<file path="src/design/sia_pkg.sv">
// Shared types and constants for the segment ID allocator memory.
// Used by sia_ctrl, sia_datapath, segment_id_allocator_memory and sia_checker.
// Depends on nothing.
`default_nettype none

package sia_pkg;

    typedef enum logic [2:0] {
        CMD_MAP        = 3'd0,
        CMD_UNMAP      = 3'd1,
        CMD_LOAD       = 3'd2,
        CMD_STORE      = 3'd3,
        CMD_LOAD_PROG  = 3'd4,
        CMD_PROG_ALLOC = 3'd5,
        CMD_PROG_WRITE = 3'd6,
        CMD_PROG_READ  = 3'd7
    } cmd_e;

    typedef enum logic [2:0] {
        ST_OK       = 3'd0,
        ST_FULL     = 3'd1,
        ST_UNMAPPED = 3'd2,
        ST_RANGE    = 3'd3,
        ST_TOO_LONG = 3'd4
    } status_e;

    typedef struct packed {
        logic [2:0]  command;
        logic [5:0]  segment_id;
        logic [7:0]  word_offset;
        logic [8:0]  seg_length;
        logic [31:0] write_word;
    } req_t;

    typedef struct packed {
        logic [2:0]  status;
        logic [5:0]  granted_id;
        logic [31:0] read_word;
        logic [8:0]  program_length;
    } rsp_t;

    typedef struct packed {
        logic       used;
        logic [8:0] len;
    } slot_ent_t;

    typedef enum logic [3:0] {
        S_CLEAR,
        S_IDLE,
        S_LOOKUP,
        S_EXEC,
        S_FILL,
        S_PFILL,
        S_COPY_RD,
        S_COPY_WR,
        S_RESP
    } state_e;

    // Commands from the controller to the datapath.
    typedef struct packed {
        logic       load_in;
        logic       ctr_clr;
        logic       ctr_inc;
        logic       slot_clr;
        logic       slot_map;
        logic       slot_unmap;
        logic       push;
        logic       pop;
        logic       seg_fill_wr;
        logic       seg_store_wr;
        logic       copy_mode;
        logic       prog_fill_wr;
        logic       prog_store_wr;
        logic       prog_copy_wr;
        logic       plen_from_len;
        logic       plen_from_slot;
        logic       res_load;
        logic [2:0] res_status;
        logic       res_grant;
        logic       res_seg;
        logic       res_prog;
        logic       out_load;
    } dp_cmd_t;

    // Status from the datapath to the controller.
    typedef struct packed {
        logic [2:0] command;
        logic       id_live;
        logic       off_in_seg;
        logic       off_in_prog;
        logic       full;
        logic       too_long;
        logic       len_zero;
        logic       slen_zero;
        logic       ctr_last_len;
        logic       ctr_last_slen;
        logic       ctr_last_slot;
        logic       out_free;
    } dp_stat_t;

endpackage

`default_nettype wire

</file>
<file path="src/design/sia_ctrl.sv">
// Controller state machine of the segment ID allocator memory.
// Depends on sia_pkg; drives the datapath through dp_cmd_t.
`default_nettype none

module sia_ctrl (
    input  wire logic              clk,
    input  wire logic              rst_n,
    input  wire logic              cmd_valid,
    output logic                   cmd_ready,
    input  wire sia_pkg::dp_stat_t stat,
    output sia_pkg::dp_cmd_t       ctl
);

    sia_pkg::state_e state_reg;
    sia_pkg::state_e state_next;

    always_ff @(posedge clk or negedge rst_n)
    begin
        if (!rst_n)
        begin
            state_reg <= sia_pkg::S_CLEAR;
        end
        else
        begin
            state_reg <= state_next;
        end
    end

    always_comb
    begin
        state_next = state_reg;
        ctl        = '0;
        cmd_ready  = 1'b0;
        case (state_reg)
            sia_pkg::S_CLEAR:
            begin
                ctl.slot_clr = 1'b1;
                ctl.ctr_inc  = 1'b1;
                if (stat.ctr_last_slot)
                begin
                    ctl.ctr_clr = 1'b1;
                    state_next  = sia_pkg::S_IDLE;
                end
            end
            sia_pkg::S_IDLE:
            begin
                cmd_ready = 1'b1;
                if (cmd_valid)
                begin
                    ctl.load_in = 1'b1;
                    state_next  = sia_pkg::S_LOOKUP;
                end
            end
            sia_pkg::S_LOOKUP:
            begin
                state_next = sia_pkg::S_EXEC;
            end
            sia_pkg::S_EXEC:
            begin
                ctl.res_load   = 1'b1;
                ctl.res_status = sia_pkg::ST_OK;
                ctl.ctr_clr    = 1'b1;
                state_next     = sia_pkg::S_RESP;
                case (stat.command)
                    sia_pkg::CMD_MAP:
                    begin
                        if (stat.full)
                        begin
                            ctl.res_status = sia_pkg::ST_FULL;
                        end
                        else if (stat.too_long)
                        begin
                            ctl.res_status = sia_pkg::ST_TOO_LONG;
                        end
                        else
                        begin
                            ctl.res_grant = 1'b1;
                            ctl.pop       = 1'b1;
                            ctl.slot_map  = 1'b1;
                            if (!stat.len_zero)
                            begin
                                state_next = sia_pkg::S_FILL;
                            end
                        end
                    end
                    sia_pkg::CMD_UNMAP:
                    begin
                        if (!stat.id_live)
                        begin
                            ctl.res_status = sia_pkg::ST_UNMAPPED;
                        end
                        else
                        begin
                            ctl.slot_unmap = 1'b1;
                            ctl.push       = 1'b1;
                        end
                    end
                    sia_pkg::CMD_LOAD, sia_pkg::CMD_STORE:
                    begin
                        if (!stat.id_live)
                        begin
                            ctl.res_status = sia_pkg::ST_UNMAPPED;
                        end
                        else if (!stat.off_in_seg)
                        begin
                            ctl.res_status = sia_pkg::ST_RANGE;
                        end
                        else if (stat.command == sia_pkg::CMD_LOAD)
                        begin
                            ctl.res_seg = 1'b1;
                        end
                        else
                        begin
                            ctl.seg_store_wr = 1'b1;
                        end
                    end
                    sia_pkg::CMD_LOAD_PROG:
                    begin
                        if (!stat.id_live)
                        begin
                            ctl.res_status = sia_pkg::ST_UNMAPPED;
                        end
                        else
                        begin
                            ctl.plen_from_slot = 1'b1;
                            if (!stat.slen_zero)
                            begin
                                state_next = sia_pkg::S_COPY_RD;
                            end
                        end
                    end
                    sia_pkg::CMD_PROG_ALLOC:
                    begin
                        if (stat.too_long)
                        begin
                            ctl.res_status = sia_pkg::ST_TOO_LONG;
                        end
                        else
                        begin
                            ctl.plen_from_len = 1'b1;
                            if (!stat.len_zero)
                            begin
                                state_next = sia_pkg::S_PFILL;
                            end
                        end
                    end
                    sia_pkg::CMD_PROG_WRITE:
                    begin
                        if (!stat.off_in_prog)
                        begin
                            ctl.res_status = sia_pkg::ST_RANGE;
                        end
                        else
                        begin
                            ctl.prog_store_wr = 1'b1;
                        end
                    end
                    default:
                    begin
                        if (!stat.off_in_prog)
                        begin
                            ctl.res_status = sia_pkg::ST_RANGE;
                        end
                        else
                        begin
                            ctl.res_prog = 1'b1;
                        end
                    end
                endcase
            end
            sia_pkg::S_FILL:
            begin
                ctl.seg_fill_wr = 1'b1;
                ctl.ctr_inc     = 1'b1;
                if (stat.ctr_last_len)
                begin
                    state_next = sia_pkg::S_RESP;
                end
            end
            sia_pkg::S_PFILL:
            begin
                ctl.prog_fill_wr = 1'b1;
                ctl.ctr_inc      = 1'b1;
                if (stat.ctr_last_len)
                begin
                    state_next = sia_pkg::S_RESP;
                end
            end
            sia_pkg::S_COPY_RD:
            begin
                ctl.copy_mode = 1'b1;
                state_next    = sia_pkg::S_COPY_WR;
            end
            sia_pkg::S_COPY_WR:
            begin
                ctl.copy_mode    = 1'b1;
                ctl.prog_copy_wr = 1'b1;
                ctl.ctr_inc      = 1'b1;
                if (stat.ctr_last_slen)
                begin
                    state_next = sia_pkg::S_RESP;
                end
                else
                begin
                    state_next = sia_pkg::S_COPY_RD;
                end
            end
            sia_pkg::S_RESP:
            begin
                if (stat.out_free)
                begin
                    ctl.out_load = 1'b1;
                    state_next   = sia_pkg::S_IDLE;
                end
            end
            default:
            begin
                state_next = sia_pkg::S_IDLE;
            end
        endcase
    end

endmodule

`default_nettype wire

</file>
<file path="config.mk">
export PLATFORM = sky130hd
export DESIGN_NAME = sia_ctrl
export DESIGN_NICKNAME = d
export VERILOG_FILES = /design/src/design/sia_pkg.sv /design/src/design/sia_ctrl.sv
export SDC_FILE = /design/constraint.sdc
export NUM_CORES = 1
export LEC_CHECK = 0
export BUFFER_PORTS_ARGS = -buffer_cell sky130_fd_sc_hd__clkbuf_2
export CAP_MARGIN = 20
export CORE_MARGIN = 1.5
export CORE_UTILIZATION = 44
export DETAILED_ROUTE_END_ITERATION = 10
export GPL_TIMING_DRIVEN = 1
export PLACE_DENSITY = 0.83
export SLEW_MARGIN = 20
export SYNTH_ARGS = -nofsm -noshare
export SYNTH_HDL_FRONTEND = slang
export SYNTH_SLANG_ARGS = --single-unit
</file>
<file path="constraint.sdc">
create_clock -name clk -period 3.5 [get_ports clk]
set_input_delay 0.525 -clock clk [delete_from_list [all_inputs] [get_ports clk]]
set_output_delay 0.525 -clock clk [all_outputs]
set_load 0.005 [all_outputs]
</file>
==> out/results.tsv <==
stage	metric	value	unit
critical_path	cp_slowest_stage_delay	470	ps
drt	detail-route-antenna-nets	0	
timing	finClkSkew	1.92	ps
timing	rsz0062_at_grt	false	
pwr	leakage	0.414	nW
timing	slew_headroom	0.729	
grt	grt_usage	0.211	
cts	cts_hold_buf	0	
drt	wl	1620	µm
layout	final_util	0.617	
placed_design	routabilityCongestion	0.981	
layout	syn2layout_area_growth	28.8	%
logic_synthesis	synthTopCellsByArea	dfrtp_1 16%, nor2_1 7.6%, nor3_1 6.3%, a21oi_1 5.5%, a221oi_2 4.7%	
placed_design	place_area	801	µm²
grt	grt_pass1_wl	2440	µm
layout	multiInputGateArea	449	µm²
timing	period_minus_slack	2200	ps
pwr	power.density	439	nW/µm²
layout	fin_nets	145	
logic_synthesis	yosys_register_bits	4	
critical_path	critPathRequiredTime	2970	ps
timing	slew_violations	0	
logic_synthesis	syn_area	639	µm²
critical_path	path_cells	nand4bb_4 > clkinv_4 > nand2b_4 > nor3_1 > clkbuf_2	
logic_synthesis	ys_seq_area_frac	0.157	
timing	hold_violations	0	
floorplan	die-area	1690	µm²
cts	cts_sinks	4	
timing	setup_viol	0	
logic_synthesis	yosysTopAreaCell	dfrtp_1	
cts	post_cts_buffers	0	
floorplan	die_h	41.1	µm
drt	drtIter0Drc	17	
drt	dr_total_vias	764	
grt	grt_max_degree	13	
drt	drc	0	
drt	wl_met2	753	µm
timing	fmax	0.455	GHz
timing	whs	79.4	ps
floorplan	core	1330	µm²
grt	gr-total-overflow	0	
drt	wl_met3	106	µm
critical_path	arrival	1670	ps
layout	mostFrequentLayoutCells	41 x clkbuf_2, 13 x nor2_1, 8 x nor3_1	
flow_run	drv_cap	0	
drt	dr.pass1.iters	4	
drt	wl_per_cell	11.5	µm
critical_path	crit_path_end_kind	output port	
critical_path	cp_max_fo	9	
cts	clock_latency	240	ps
cts	ctsRootBufferMaster	clkbuf_4	
cts	htreeDepth	1	
critical_path	worst_setup_path_start_kind	flip-flop	
drt	vias_per_cell	5.42	
layout	stdcell_count	141	
layout	design_area	823	µm²
cts	clk_pin_slew	40	ps
grt	grt_pass1_vias	563	
cts	cts_buffers	3	
layout	ff_latch_area	100	µm²
timing	fin_ws	1300	ps
placed_design	dp_cells	138	
logic_synthesis	syn-num-nets	109	
floorplan	num_rows	13	
layout	fillers	130	
floorplan	die_x	41.1	µm
cts	clockBufferDepth	2	
timing	tightest_slew	407	ps
critical_path	critical_path.slowest_cell	dfrtp_1	
outcome	status	complete, no violations	
placed_design	dpl.hpwl	1290	µm
placed_design	dp_slack	1470	ps
timing	final.setup.tns	0	ps
layout	drive_gt1_frac	0.413	
critical_path	reg2reg_from	state_reg[3]$_DFFE_PN0P_	
cts	cts_tree	yes	
drt	wirelength_met1	756	µm
grt	antenna_found_initial	0	
pwr	ir_worst_vdd	242	µV
logic_synthesis	yosysWarnings	0	
layout	largest_reg_flops	4	
floorplan	ios	42	
floorplan	start_util	0.479	
worst_hold_path	min_path_type	input port to async pin	
layout	layout_commonest_cell	clkbuf_2	
timing	post-route-period-util	0.628	
placed_design	portBuffers	41	
logic_synthesis	netlist-cell-type-count	33	
logic_synthesis	yosys.area.top_type_share	0.157	
pwr	power	362	µW
drt	highest_layer	met3	
logic_synthesis	syn_area_per_cell	6.95	µm²
critical_path	crit_path_start	state_reg[3]$_DFFE_PN0P_	
logic_synthesis	syn-instance-count	92	
critical_path	critPathKind	flip-flop to output port	
layout	num_antenna_cells	0	
cts	post_cts_resized	0	
## final timing paths
check	end	slack [ps]	depth (start not counted)
setup / recovery	ctl[3]	1300	5
hold / removal	state_reg[0]$_DFFE_PN0P_	80	1
setup reg to reg	state_reg[1]$_DFFE_PN0P_	2080	4
hold reg to reg	state_reg[1]$_DFFE_PN0P_	610	1
max in group asynchronous	state_reg[1]$_DFFE_PN0P_	3300	1
min in group clk	state_reg[3]$_DFFE_PN0P_	540	2
## where the power goes
part	internal [mW]	switching, mW	leakage (nW)	total [mW]
Sequential	0.0587	0.0408	0.0525	0.0995
Clock	0.0385	0.0216	0.0138	0.0602
Combinational	0.0967	0.105	0.348	0.202
## metal layers
layer,global-route usage,vias up
li1,-,393
met1,0.317,344
met2,0.320,27
met3,0.0326,0
met4,0.0242,0
met5,0,-
## cells in the mapped netlist, drive strengths merged
master,n
a211o,1
a211oi,1
a21boi,1
a21oi,7
a221oi,2
a2bb2oi,1
and2,2
and3,2
and4bb,1
buf,9
clkbuf,1
clkinv,1
dfrtp,4
inv,5
mux2i,2
nand2,5
nand2b,4
nand3,5
nand3b,1
nand4bb,1
nor2,14
nor2b,2
nor3,8
nor4,1
nor4b,1
o21ai,5
o22ai,3
or3,2
## critical path, delay by kind of cell (launching register included)
family                 cells  cell delay, ps
buffers and inverters      2             280
DFF                        1             470
and+or+nand+nor            3             670
## kinds of logic after synthesis
family	Yosys count	share of synthesized area
AOI/OAI and AO/OA	21	0.227
buffers and inverters	16	0.141
DFF	4	0.157
muxes	2	0.0313
and+or+nand+nor	49	0.444
## layout make-up
type,count,area share
inverters,6,0.0334
well taps,15,0.0228
flip-flops and latches,4,0.122
repair buffers,41,0.249
multi-input cells,72,0.546
clock buffers,3,0.0274
Note: power is estimated with default switching activity, not from simulation.
